<file path="src/design/kws_pkg.sv">
// Shared constants and types for the windowed Kalman smoother.
package kws_pkg;

  localparam int MAX_WINDOW_DEF = 128;
  localparam int DATA_W         = 32;
  localparam int DEN_W          = 48;
  localparam int CFG_AW         = 2;
  localparam int CFG_DW         = 32;
  localparam int DIV_STEPS      = 31;

  localparam logic [31:0] ONE_Q31   = 32'h8000_0000;
  localparam logic [31:0] NOISE_RST = 32'd32768;
  localparam logic [7:0]  WIN_RST   = 8'd30;

  typedef enum logic [CFG_AW-1:0] {
    REG_NOISE = 2'd0,
    REG_INIT  = 2'd1,
    REG_WIN   = 2'd2
  } cfg_reg_t;

endpackage

</file>
<file path="src/design/kws_ring.sv">
// Sample ring memory: one write port, one registered read port.
module kws_ring import kws_pkg::*; #(
  parameter int DEPTH = MAX_WINDOW_DEF,
  parameter int AW    = 7
) (
  input  logic              clk,
  input  logic              we,
  input  logic [AW-1:0]     waddr,
  input  logic [DATA_W-1:0] wdata,
  input  logic              re,
  input  logic [AW-1:0]     raddr,
  output logic [DATA_W-1:0] rdata
);

  logic [DATA_W-1:0] mem [DEPTH];
  logic [DATA_W-1:0] rdata_r;

  always_ff @(posedge clk) begin
    if (we) begin
      mem[waddr] <= wdata;
    end
    if (re) begin
      rdata_r <= mem[raddr];
    end
  end

  assign rdata = rdata_r;

endmodule

</file>
<file path="config.mk">
export PLATFORM = sky130hd
export DESIGN_NAME = kws_ring
export DESIGN_NICKNAME = d
export VERILOG_FILES = /design/src/design/kws_pkg.sv /design/src/design/kws_ring.sv
export SDC_FILE = /design/constraint.sdc
export NUM_CORES = 2
export LEC_CHECK = 0
export BUFFER_PORTS_ARGS = -buffer_cell sky130_fd_sc_hd__buf_2
export CAP_MARGIN = 20
export CORE_ASPECT_RATIO = 1.5
export CORE_UTILIZATION = 60
export CTS_CLUSTER_DIAMETER = 40
export DETAILED_ROUTE_END_ITERATION = 10
export GPL_TIMING_DRIVEN = 0
export PLACE_DENSITY_LB_ADDON = 0.25
export SLEW_MARGIN = 20
export SYNTH_ARGS = -nofsm -noshare
export SYNTH_HDL_FRONTEND = slang
export SYNTH_SLANG_ARGS = --single-unit
</file>
<file path="constraint.sdc">
create_clock -name clk -period 6.5 [get_ports clk]
set_input_delay 0.325 -clock clk [delete_from_list [all_inputs] [get_ports clk]]
set_output_delay 0.325 -clock clk [all_outputs]
set_load 0.03 [all_outputs]
</file>
==> impl_results.html <==
<table>
<tr><th>Metric</th><th>Value</th></tr>
<tr><th colspan="2">Finish</th></tr>
<tr><td>Layout Area Growth over Synthesis</td><td>15.0%</td></tr>
<tr><td>Area of combinational cells with multiple inputs</td><td>around 32000 um^2</td></tr>
<tr><td>Utilization of the core after routing</td><td>0.695</td></tr>
<tr><td>Reg area</td><td>roughly 120000 um^2</td></tr>
<tr><td>Final nets</td><td>approximately 6700</td></tr>
<tr><td>Filler-free cell count of the finished design</td><td>roughly 11000</td></tr>
<tr><td>Layout fillers</td><td>14147</td></tr>
<tr><td>Proportion of layout cells with a drive suffix above 1</td><td>0.356</td></tr>
<tr><th colspan="2">Timing</th></tr>
<tr><td>Final Hold Violating Endpoints</td><td>0</td></tr>
<tr><td>Final critical-path share of the clock period</td><td>0.665</td></tr>
<tr><td>Shortest clock period the worst path allows after layout</td><td>4.32 ns</td></tr>
<tr><td>Highest attainable clock frequency</td><td>231 MHz</td></tr>
<tr><td>Final setup violation count</td><td>0</td></tr>
<tr><td>Worst relative slew slack</td><td>0.146</td></tr>
<tr><td>Setup repair after global routing missed its margin</td><td>no</td></tr>
<tr><td>Number of slew-limit violations in the final report</td><td>0</td></tr>
<tr><td>Transition at the pin with the smallest max-transition slack</td><td>about 1.3 ns</td></tr>
<tr><td>Worst clock skew</td><td>between 0.06 and 0.07 ns</td></tr>
<tr><td>Setup WS post-layout</td><td>roughly 2.2 ns</td></tr>
<tr><th colspan="2">Placed design</th></tr>
<tr><td>Port buffer count</td><td>slightly below 70</td></tr>
<tr><td>Worst slack, placed</td><td>1.64 ns</td></tr>
<tr><td>Placer Congestion</td><td>between 1 and 1.5</td></tr>
<tr><td># placed instances</td><td>9756</td></tr>
<tr><td>HPWL Detailed</td><td>285 mm</td></tr>
<tr><th colspan="2">GRT</th></tr>
<tr><td>Initial antenna violation count</td><td>86</td></tr>
<tr><td>Vias in the first global route</td><td>76110</td></tr>
<tr><td>Grt total ovfl</td><td>0</td></tr>
<tr><td>Wire length of the first global-routing pass</td><td>between 600 and 700 mm</td></tr>
<tr><td>Total global-route track usage</td><td>0.349</td></tr>
<tr><td>Maximum number of pins on one net before global-route repair</td><td>slightly below 100</td></tr>
<tr><th colspan="2">Clock network</th></tr>
<tr><td>Clock sink count</td><td>just over 4000</td></tr>
<tr><td>Post-CTS clock slew at the launch and capture registers of the worst setup and hold paths</td><td>about 0.07 ns</td></tr>
<tr><td>Clk buf depth</td><td>4</td></tr>
<tr><td>Clock Tree Root</td><td>sky130_fd_sc_hd__clkbuf_16</td></tr>
<tr><td>Clock insertion delay at the later pin of the skew report</td><td>between 0.9 and 1 ns</td></tr>
<tr><td>CTS H-tree depth</td><td>5</td></tr>
<tr><td>Post CTS Setup Buffer Count</td><td>0</td></tr>
<tr><td>TritonCTS clock tree</td><td>done</td></tr>
<tr><td>Number of buffers added by the clock tree synthesis step</td><td>between 300 and 400</td></tr>
<tr><th colspan="2">Drt</th></tr>
<tr><td>Average routed wire per standard cell</td><td>around 43 um</td></tr>
<tr><td>Initial DRC count</td><td>~12000</td></tr>
<tr><td>Per-cell via count in the routed design</td><td>approximately 7.1</td></tr>
<tr><td>Detailed-routing iteration count for the pre-antenna-repair pass</td><td>10</td></tr>
<tr><td>DR DRC count</td><td>1</td></tr>
<tr><td>Routed via count</td><td>roughly 75000</td></tr>
<tr><td>Number of nets with antenna violations after routing</td><td>0</td></tr>
<tr><td>Final Routed Wirelength</td><td>roughly 450 mm</td></tr>
<tr><th colspan="2">Power and ir drop</th></tr>
<tr><td>Share of power burned in registers</td><td>0.540</td></tr>
<tr><td>Overall power consumption</td><td>between 50 and 60 mW</td></tr>
<tr><td>Leak</td><td>between 50 and 60 nW</td></tr>
<tr><td>Fraction of power consumed by the clock network</td><td>0.400</td></tr>
<tr><td>Switch Pwr</td><td>between 10 and 15 mW</td></tr>
<tr><td>Int Pwr</td><td>approximately 43 mW</td></tr>
<tr><td>Proportion of total power due to net switching</td><td>0.220</td></tr>
<tr><td>Peak supply drop</td><td>0.000265 V</td></tr>
<tr><td>Power Density</td><td>between 300 and 400 nW/um^2</td></tr>
<tr><td>Power share of the combinational group</td><td>0.060</td></tr>
<tr><th colspan="2">Yosys</th></tr>
<tr><td>Synth async-reset ratio</td><td>0</td></tr>
<tr><td>Most instantiated cells after synthesis</td><td>sky130_fd_sc_hd__edfxtp_1 (4128), sky130_fd_sc_hd__mux4_2 (1344), sky130_fd_sc_hd__clkbuf_1 (182)</td></tr>
<tr><td>Biggest area consumer among synthesized cells</td><td>sky130_fd_sc_hd__edfxtp_1</td></tr>
<tr><td>Net count of the mapped netlist</td><td>slightly above 6000</td></tr>
<tr><td>Leading cell types by total area after synthesis</td><td>sky130_fd_sc_hd__edfxtp_1 (79%), sky130_fd_sc_hd__mux4_2 (19%), sky130_fd_sc_hd__clkbuf_1 (0.44%)</td></tr>
<tr><td>Top-area cell type share of the netlist area</td><td>0.792</td></tr>
<tr><td>Number of warnings reported in the yosys synthesis log</td><td>0</td></tr>
<tr><td>Sequential element share of the synthesized area</td><td>0.792</td></tr>
<tr><td>Post-synth EDFFs</td><td>4128</td></tr>
<tr><td>Average instance area after synthesis</td><td>26.1 um^2</td></tr>
<tr><td>Synth Register Bits</td><td>4128</td></tr>
<tr><td>Post-synth cell types</td><td>16</td></tr>
<tr><td>Netlist area before placement</td><td>157000 um^2</td></tr>
<tr><td>Instance count of the mapped netlist</td><td>around 6000</td></tr>
<tr><td>Count leader, synth</td><td>sky130_fd_sc_hd__edfxtp_1</td></tr>
<tr><td>Predominant post-synthesis flop cell</td><td>sky130_fd_sc_hd__edfxtp_1</td></tr>
<tr><th colspan="2">Floorplan</th></tr>
<tr><td>X dimension of the die</td><td>approximately 420 um</td></tr>
<tr><td>Core area</td><td>approximately 260000 um^2</td></tr>
<tr><td>Initial Utilization</td><td>0.604</td></tr>
<tr><td>Vert. Die Dim</td><td>between 600 and 700 um</td></tr>
<tr><td>Standard-cell row count</td><td>roughly 230</td></tr>
<tr><td>Die Outline Area</td><td>about 260000 um^2</td></tr>
<tr><td>I/O pin total</td><td>about 80</td></tr>
<tr><th colspan="2">Run</th></tr>
<tr><td>Max-cap violation count</td><td>0</td></tr>
<tr><th colspan="2">Critical path</th></tr>
<tr><td>Critical path type</td><td>in2reg</td></tr>
<tr><td>Biggest fanout along the worst timing path</td><td>11</td></tr>
<tr><td>Crit path arrival time</td><td>about 5 ns</td></tr>
<tr><td>Stage delay of the slowest cell on the critical path</td><td>between 0.8 and 0.9 ns</td></tr>
<tr><td>Element type at the critical path end</td><td>flip-flop</td></tr>
<tr><td>Required time of the critical path</td><td>approximately 7.1 ns</td></tr>
<tr><td>Critical path launch point type</td><td>primary input</td></tr>
<tr><td>Cell repeated most along the worst path</td><td>sky130_fd_sc_hd__mux4_2</td></tr>
<tr><td>List of cells traversed by the critical path</td><td>clkbuf_1 -&gt; buf_2 -&gt; clkbuf_2 -&gt; clkbuf_1 -&gt; mux4_2 -&gt; mux4_2 -&gt; mux4_2 -&gt; mux2_2</td></tr>
<tr><td>Slowest cell on crit path</td><td>sky130_fd_sc_hd__clkbuf_1</td></tr>
<tr><th colspan="2">Worst hold path</th></tr>
<tr><td>Hold WC Path Type</td><td>in2reg</td></tr>
<tr><th colspan="2">Outcome</th></tr>
<tr><td>Failing checks</td><td>design-rule violations</td></tr>
<tr><td>Outcome</td><td>finished with violations</td></tr>
</table>
-- power by group through the flow --
stage          combinational (mW)  sequential (mW)  clock (mW)
2_1_floorplan                1.42             30.1           0
3_3_place_gp                 2.86             30.1           0
3_5_place_dp                 3.09             30.0           0
4_1_cts                      3.17             29.5        21.8
5_1_grt                      3.27             29.4        22.8
6_report                     3.28             29.5        21.8
-- through the flow --
stage                     TNS [ns]  hold slack (ns)  cell area (um^2)
after floorplan                  0            0.424            157000
after global placement      -55.31            0.811            161000
after detailed placement         0            0.727            168000
after CTS                        0           0.0810            180000
after global routing             0            0.134            180000
final                            0            0.124            180000
-- what timing repair did --
item                                     CTS  global route
hold endpoints to repair                1575             0
endpoints found under the setup margin     0             0
gates resized for setup                    0             0
hold buffers                              32             0
-- area by class of cell --
| type | instances | share of cell area |
|---|---|---|
| diodes | 109 | 0.00151 |
| multi-input cells | 1546 | 0.179 |
| repair buffers | 336 | 0.0338 |
| clock inverters | 213 | 0.0113 |
| plain buffers | 316 | 0.00761 |
| clock buffers | 447 | 0.0544 |
| flip-flops and latches | 4128 | 0.688 |
| well taps | 3465 | 0.0241 |
-- cells in the final DEF, fill, tap and decap left out, types with 47 or more instances in the layout --
| master | n |
|---|---|
| sky130_fd_sc_hd__buf_12 | 47 |
| sky130_fd_sc_hd__buf_16 | 142 |
| sky130_fd_sc_hd__buf_2 | 122 |
| sky130_fd_sc_hd__clkbuf_1 | 208 |
| sky130_fd_sc_hd__clkbuf_16 | 382 |
| sky130_fd_sc_hd__clkinv_1 | 50 |
| sky130_fd_sc_hd__clkinv_2 | 64 |
| sky130_fd_sc_hd__diode_2 | 109 |
| sky130_fd_sc_hd__edfxtp_1 | 4128 |
| sky130_fd_sc_hd__mux4_2 | 1344 |
| sky130_fd_sc_hd__nor2_4 | 119 |
-- logic make-up after synthesis --
group	after synthesis	synth area share
flops	4128	0.792
mux	1376	0.196
buf+inv	316	0.00837
simple gates	170	0.00445
-- path summary, 6_finish.rpt --
kind | from | end | slack, ns | cells after the start
hold / removal | re | rdata[16] | 0.12 | 1
setup reg to reg | mem[71][13] | rdata[13] | 3.58 | 4
setup / recovery | raddr[2] | rdata[0] | 2.18 | 8
hold reg to reg | mem[126][19] | rdata[19] | 1.24 | 4
-- layer usage --
layer / vias up / global-route usage / part of all wire
met5: - / 0.0240 / 0.0014
met4: 32 / 0.302 / 0.11
li1: 27970 / - / -
met1: 39777 / 0.398 / 0.30
met2: 6087 / 0.554 / 0.49
met3: 1468 / 0.0854 / 0.11
-- flip-flops by register name, summed over array words and instances (netlist names) --
name   flops
rdata     32
mem     4096
-- critical path: cells and delay by family --
kind,cells,cell delay (ns)
buffers and inverters,4,2.53
multiplexers,4,2.04
(Power assumes the default switching activity.)
