`src/design/kws_pkg.sv`:
```
// Shared constants and types for the windowed Kalman smoother.
package kws_pkg;

  localparam int MAX_WINDOW_DEF = 128;
  localparam int DATA_W         = 32;
  localparam int DEN_W          = 48;
  localparam int CFG_AW         = 2;
  localparam int CFG_DW         = 32;
  localparam int DIV_STEPS      = 31;

  localparam logic [31:0] ONE_Q31   = 32'h8000_0000;
  localparam logic [31:0] NOISE_RST = 32'd32768;
  localparam logic [7:0]  WIN_RST   = 8'd30;

  typedef enum logic [CFG_AW-1:0] {
    REG_NOISE = 2'd0,
    REG_INIT  = 2'd1,
    REG_WIN   = 2'd2
  } cfg_reg_t;

endpackage

```
`src/design/kws_div.sv`:
```
// Restoring divider for the gain: q = floor(p * 2^31 / den), given p < den.
module kws_div import kws_pkg::*; (
  input  logic             clk,
  input  logic             rst_n,
  input  logic             start,
  input  logic [31:0]      p,
  input  logic [DEN_W-1:0] den,
  output logic             done,
  output logic [31:0]      q
);

  logic [DEN_W:0]   rem_r, rem_nxt;
  logic [DEN_W-1:0] den_r, den_nxt;
  logic [31:0]      q_r, q_nxt;
  logic [4:0]       cnt_r, cnt_nxt;
  logic             busy_r, busy_nxt;
  logic             done_r, done_nxt;
  logic [DEN_W:0]   sh;

  always_comb begin
    rem_nxt  = rem_r;
    den_nxt  = den_r;
    q_nxt    = q_r;
    cnt_nxt  = cnt_r;
    busy_nxt = busy_r;
    done_nxt = 1'b0;
    sh       = {rem_r[DEN_W-1:0], 1'b0};
    if (start) begin
      rem_nxt  = (DEN_W+1)'(p);
      den_nxt  = den;
      q_nxt    = '0;
      cnt_nxt  = '0;
      busy_nxt = 1'b1;
    end else if (busy_r) begin
      if (sh >= {1'b0, den_r}) begin
        rem_nxt = sh - {1'b0, den_r};
        q_nxt   = {q_r[30:0], 1'b1};
      end else begin
        rem_nxt = sh;
        q_nxt   = {q_r[30:0], 1'b0};
      end
      cnt_nxt = cnt_r + 5'd1;
      if (cnt_r == 5'(DIV_STEPS - 1)) begin
        busy_nxt = 1'b0;
        done_nxt = 1'b1;
      end
    end
  end

  always_ff @(posedge clk) begin
    if (!rst_n) begin
      busy_r <= 1'b0;
      done_r <= 1'b0;
      cnt_r  <= '0;
    end else begin
      busy_r <= busy_nxt;
      done_r <= done_nxt;
      cnt_r  <= cnt_nxt;
    end
    rem_r <= rem_nxt;
    den_r <= den_nxt;
    q_r   <= q_nxt;
  end

  assign done = done_r;
  assign q    = q_r;

endmodule

```
`config.mk`:
```
export PLATFORM = sky130hd
export DESIGN_NAME = kws_div
export DESIGN_NICKNAME = d
export VERILOG_FILES = /design/src/design/kws_pkg.sv /design/src/design/kws_div.sv
export SDC_FILE = /design/constraint.sdc
export NUM_CORES = 1
export LEC_CHECK = 0
export BUFFER_PORTS_ARGS = -buffer_cell sky130_fd_sc_hd__buf_2
export CORE_ASPECT_RATIO = 0.5
export CORE_MARGIN = 10
export CORE_UTILIZATION = 55
export CTS_CLUSTER_SIZE = 25
export DETAILED_ROUTE_END_ITERATION = 10
export GPL_TIMING_DRIVEN = 1
export PLACE_DENSITY = 0.77
export SYNTH_ARGS = -nofsm -noshare
export SYNTH_HDL_FRONTEND = slang
export SYNTH_SLANG_ARGS = --single-unit
export TNS_END_PERCENT = 100
```
`constraint.sdc`:
```
create_clock -name clk -period 4.4 [get_ports clk]
set_input_delay 0 -clock clk [delete_from_list [all_inputs] [get_ports clk]]
set_output_delay 0 -clock clk [all_outputs]
set_load 0.1 [all_outputs]
```
==> run metrics, run 1 <==
Relative slew margins=56.1%; Via Count=6824; flop2flop setup slack=0.44 ns; Worst-Margin Slew=0.657 ns; die area=20100 sq um; crit path capture type=flip-flop; leading area contributor after synthesis=edfxtp_1; main flop type after synthesis=edfxtp_1; Initial Util=55.8%; DRT iter0 DRCs=406; clock buffer depth=2; clock sink total=135; CP startpoint=rem_r[21]; area of the mapped netlist=8020 sq um; sequential fraction of the synthesis area=43.7%; #FFs+latches synth=135; Synth Instances=845; Setup TNS Final=0 ns; # Post-CTS Setup Buffers=0; Fmax=0.252 GHz; Die Ht=105 um; drt via density=5.49; largest cells by area after synthesis=edfxtp_1 30%, dfxtp_1 14%, ha_1 7.8%; most common cell after layout, fill and taps aside=buf_2; post-synth top area share=29.9%; RD Place Congestion=0.897; total wire length=20.7 mm; fraction of registers with async set/reset=0%; H-tree depth=4; Setup CP Type=reg -> reg; Ys Warns=0; PwrDens=395 nW/um^2; final hold vios=0; unrepaired setup endpoints after global routing=false; RR Endpoint=rem_r[15]; total nets after synthesis=979; global-route wire length before repair=34.4 mm; CTS buffer count=17; Worst Hold Class=in -> reg; core area=14400 sq um; Reg clk slew, reported paths=0.07 ns; area delta synth->final=26.9%; startpoint types=flip-flop; period utilization=90.1%; leading cell types in the layout, fill and taps excluded=114 x buf_2, 110 x nor2_1, 81 x dlygate4sd3_1; highest routed layer=met4; P_leak=4.42 nW; I/O pins=116; latest clock arrival within the worst-skew pair=0.43 ns; post-DP HPWL=14.1 mm; required time of the critical path=4.57 ns; fin nets=1165; DP Cell Count=1129; syn avg cell area=9.50 sq um; wire per inst=16.6 um; Buffers on Ports=115; antenna violations before repair=2; metal3 WL=1.25 mm; Post-Route M1 WL=9.30 mm; hold path depth=2; final core occ=70.8%; post-route antenna net violation count=0; Clock Root Buffer=clkbuf_16; setup violators final=0; maxcap violations=0; outcome=completed; Die Wd=191 um; CP max FO=24; Arrival @ worst endpoint=4.13 ns; Congestion Overflow GR=0; vias in the first global route=7165; number of flops mapped to enable cells by yosys=80; final clock skew=0.0141 ns; Final Max Slew Viols=0; GRT Overall Usage=20.6%; post-synth cell types=62; min Tclk post-route=3.96 ns; CTS tree=built; Row Count=31; FILL cells=1090; RR Startpoint=rem_r[21]; largest net degree at the start of global routing=80; worst vdd ir=267 uV; Setup crit end=rem_r[15]; layout cells sized above 1=17.9%; met2 routed WL=9.77 mm; Residual DRC=0; First-pass DRT Iterations=5; FF-to-FF path depth=12; fin cells=1244
cell families (layout without fill, tap and decap cells):
kind of cell / count (synthesis) / in the layout / synth area share [%]
compound gates: 218 / 218 / 17.4
buf+inv: 101 / 300 / 5.04
flops: 135 / 135 / 43.7
mux: 63 / 63 / 8.33
other cells: 0 / 2 / 0
simple gates: 231 / 231 / 12.5
xor+xnor: 46 / 46 / 5.02
fa+ha+maj: 51 / 51 / 8.05
flip-flops by register name (all words and copies together), names as in the netlist:
| name | count |
|---|---|
| rem_r | 48 |
| den_r | 48 |
| q | 32 |
| busy_r | 1 |
| done | 1 |
| cnt_r | 5 |
report_power, final:
part	internal, W	switching, W
Clock	0.000912	0.000597
Combinational	0.000447	0.000577
Sequential	0.00144	0.0000462
Total	0.00280	0.00122
routing by layer:
metal  global-route usage (%)  vias up
met1                     26.0     3192
li1                         -     3392
met3                     5.36       35
met5                        0        -
met4                     6.98        0
met2                     33.9      205
critical path, cell delays in order, from the launching register on:
cell	delay [ns]
edfxtp_1	0.41
ha_1	0.43
nand2_1	0.14
nor3_1	0.30
o2111ai_1	0.15
a22o_1	0.25
o21ai_1	0.26
a221o_1	0.31
a31oi_4	0.15
o21bai_4	0.52
buf_4	0.37
a21oi_1	0.11
mux2_2	0.27
cell type report:
cell class | count | area, sq um | share of cell area, %
diodes | 2 | 5.00 | 0.0491
clock buffers | 21 | 483 | 4.74
clock inverters | 11 | 134 | 1.31
inverters | 66 | 248 | 2.43
multi-input cells | 609 | 4120 | 40.4
flip-flops and latches | 135 | 3500 | 34.4
well taps | 198 | 248 | 2.43
repair buffers | 202 | 1450 | 14.2
worst min-delay path by stage:
stage / endpoint / slack (ns) / startpoint
2_1_floorplan: den_r[0] / 0.1 / den[0]
3_3_place_gp: den_r[19] / 0.18 / den[19]
3_5_place_dp: den_r[22] / 0.18 / den[22]
4_1_cts: q[27] / 0.07 / start
5_1_grt: q[11] / 0.1 / start
6_report: q[10] / 0.07 / start
cell usage after synthesis, drive strengths merged (3+ instances only):
master,number
a211oi,9
a21boi,3
a21o,18
a21oi,79
a221o,4
a22oi,3
a311oi,5
a31oi,11
and2,4
buf,11
clkbuf,24
dfxtp,55
edfxtp,80
ha,50
inv,66
mux2,30
mux2i,33
nand2,59
nand2b,6
nand3,12
nand4,14
nor2,111
nor2b,8
nor3,7
nor4,3
o21a,11
o21ai,44
o21bai,8
o22ai,4
o31ai,3
xnor2,31
xor2,15
repair_timing:
item / 4_1_cts / 5_1_grt
gates resized for setup: 0 / 0
hold endpoints to repair: 86 / 0
hold buffers: 81 / 0
per-stage QoR:
| step | hold WS (ns) | worst slack (ns) | instance area [sq um] | total power, W |
|---|---|---|---|---|
| floorplan | 0.0989 | 1.19 | 8020 | 0.00224 |
| global placement | 0.176 | 0.603 | 8750 | 0.00244 |
| detailed placement | 0.178 | 0.517 | 8750 | 0.00246 |
| CTS | 0.0667 | 0.458 | 10200 | 0.00403 |
| global route | 0.0951 | 0.0662 | 10200 | 0.00423 |
| finish | 0.0708 | 0.436 | 10200 | 0.00402 |
Power figures use the tool's default switching activity.
==> run 2: changes to the inputs <==
Settings changed: CORE_MARGIN 10 to 3, CORE_UTILIZATION 55 to 52, CTS_CLUSTER_DIAMETER from default to 200, PLACE_DENSITY 0.77 to 0.76.
Clock period 4.4 ns to 3.6 ns, I/O delays scaled along.
==> run 2 against run 1 <==
Clock skew down 0.0047 ns. Die area decreased by 15%. Cell count up 2.2%. Worst hold slack better by 0.040 ns. Global-route usage is 3.8 points higher. Clock power rose by 11%. Fmax grew 14%. Register-to-register slack worse by 0.31 ns. Wire length shrank 0.72%. Sequential power is 22% higher. Largest power group is now registers.
==> run metrics, run 2 (synthesis results as in run 1) <==
GRT Overall Usage=24.4%; wire per inst=16.1 um; Arrival @ worst endpoint=3.66 ns; Die Wd=182 um; Relative slew margins=39.6%; Initial Util=54.3%; delay-heaviest family, CP=compound AO/OA/AOI/OAI gates; area delta synth->final=29.5%; Buffers on Ports=115; Crit-path slowest cell=edfxtp_1; Clock Root Buffer=clkbuf_16; Fmax=0.288 GHz; leading cell types in the layout, fill and taps excluded=114 x buf_2, 109 x nor2_1, 81 x dlygate4sd3_1; FILL cells=1118; final clock skew=0.00948 ns; Residual DRC=0; die area=17000 sq um; crit path capture type=flip-flop; clock sink total=135; Reg clk slew, reported paths=0.06 ns; vias in the first global route=6878; worst path bufs/invs=0; CTS tree=built; PwrDens=467 nW/um^2; RD Place Congestion=0.930; largest net degree at the start of global routing=69; outcome=completed; First-pass DRT Iterations=5; Worst-Margin Slew=0.905 ns; CTS buffer count=17; fin cells=1271; Setup TNS Final=0 ns; most common cell after layout, fill and taps aside=buf_2; P_leak=4.52 nW; maxcap violations=0; Final Max Slew Viols=0; final hold vios=0; layout cells sized above 1=21.3%; period utilization=96.6%; DRT iter0 DRCs=530; CP max FO=4; Row Count=31; FF-to-FF path depth=12; CP max stage delay=0.38 ns; n_diodes=0; total wire length=20.5 mm; latest clock arrival within the worst-skew pair=0.43 ns; setup violators final=0; DP Cell Count=1156; pre-CTS WS=0.104 ns; global-route wire length before repair=33.4 mm; core area=14800 sq um; Cell Chain, Critical Path=ha_1 -> and2_1 -> a221o_1 -> o21ai_0 -> a31oi_1 -> a211oi_2 -> o21a_1 -> o221ai_1 -> a21oi_1 -> xor2_1 -> a21oi_1 -> mux2_2; unrepaired setup endpoints after global routing=false; post-route antenna net violation count=0; Die Ht=93.8 um; startpoint types=flip-flop; required time of the critical path=3.78 ns; min Tclk post-route=3.48 ns; Setup CP Type=reg -> reg; cell mode on critical path=a21oi_1; worst vdd ir=387 uV; drt via density=5.50; H-tree depth=4; I/O pins=116; post-DP HPWL=14.0 mm; setup ws final=0.123 ns; WP depth=12; hold path depth=3; fin nets=1194; Via Count=6986; clock buffer depth=2; Worst Hold Class=in -> reg; Congestion Overflow GR=0; antenna violations before repair=0
run 2: final timing paths:
check / to / startpoint / slack, ns
max reg2reg: rem_r[28] / rem_r[3] / 0.12
max: rem_r[28] / rem_r[3] / 0.12
min reg2reg: rem_r[47] / rem_r[47] / 0.49
min: rem_r[42] / start / 0.11
run 2: worst min-delay path, delay by kind of cell:
| kind | cells | cell delay [ns] |
|---|---|---|
| buf+inv | 1 | 0.12 |
| simple gates | 1 | 0.14 |
| compound gates | 1 | 0.24 |
run 2: area by class of cell:
class / instances / area [sq um] / share of cell area (%)
clock inverters: 12 / 92.6 / 0.891
well taps: 198 / 248 / 2.38
inverters: 66 / 248 / 2.38
repair buffers: 231 / 1670 / 16.0
multi-input cells: 609 / 4170 / 40.1
flip-flops and latches: 135 / 3500 / 33.7
clock buffers: 20 / 468 / 4.50
run 2: power by group:
group	internal [W]	total, W	switching [W]
combinational	0.000614	0.00137	0.000751
sequential	0.00176	0.00182	0.0000538
clock	0.000947	0.00167	0.000725
run 2: per-stage QoR:
stage	hold slack, ns	utilization (%)	total power [W]	cell area (sq um)
after global placement	0.176	60.6	0.00306	8950
after global routing	0.121	70.3	0.00509	10400
after detailed placement	0.178	60.6	0.00308	8950
after CTS	0.0882	69.9	0.00483	10300
after floorplan	0.0989	-	0.00273	8020
final	0.111	70.3	0.00485	10400
run 2: metal layers:
metal | part of all wire [%] | track usage (%) | vias up
li1 | - | - | 3440
met1 | 45 | 31.4 | 3299
met3 | 6.3 | 6.26 | 29
met5 | 0 | 0 | -
met4 | 1.5 | 7.79 | 0
met2 | 47 | 40.7 | 218
run 2: repair_timing:
action | 4_1_cts | 5_1_grt
endpoints found under the hold margin | 87 | 0
hold buffers | 81 | 0
buffers inserted | 0 | 2
setup endpoints to repair | 0 | 41
gates resized for setup | 0 | 13
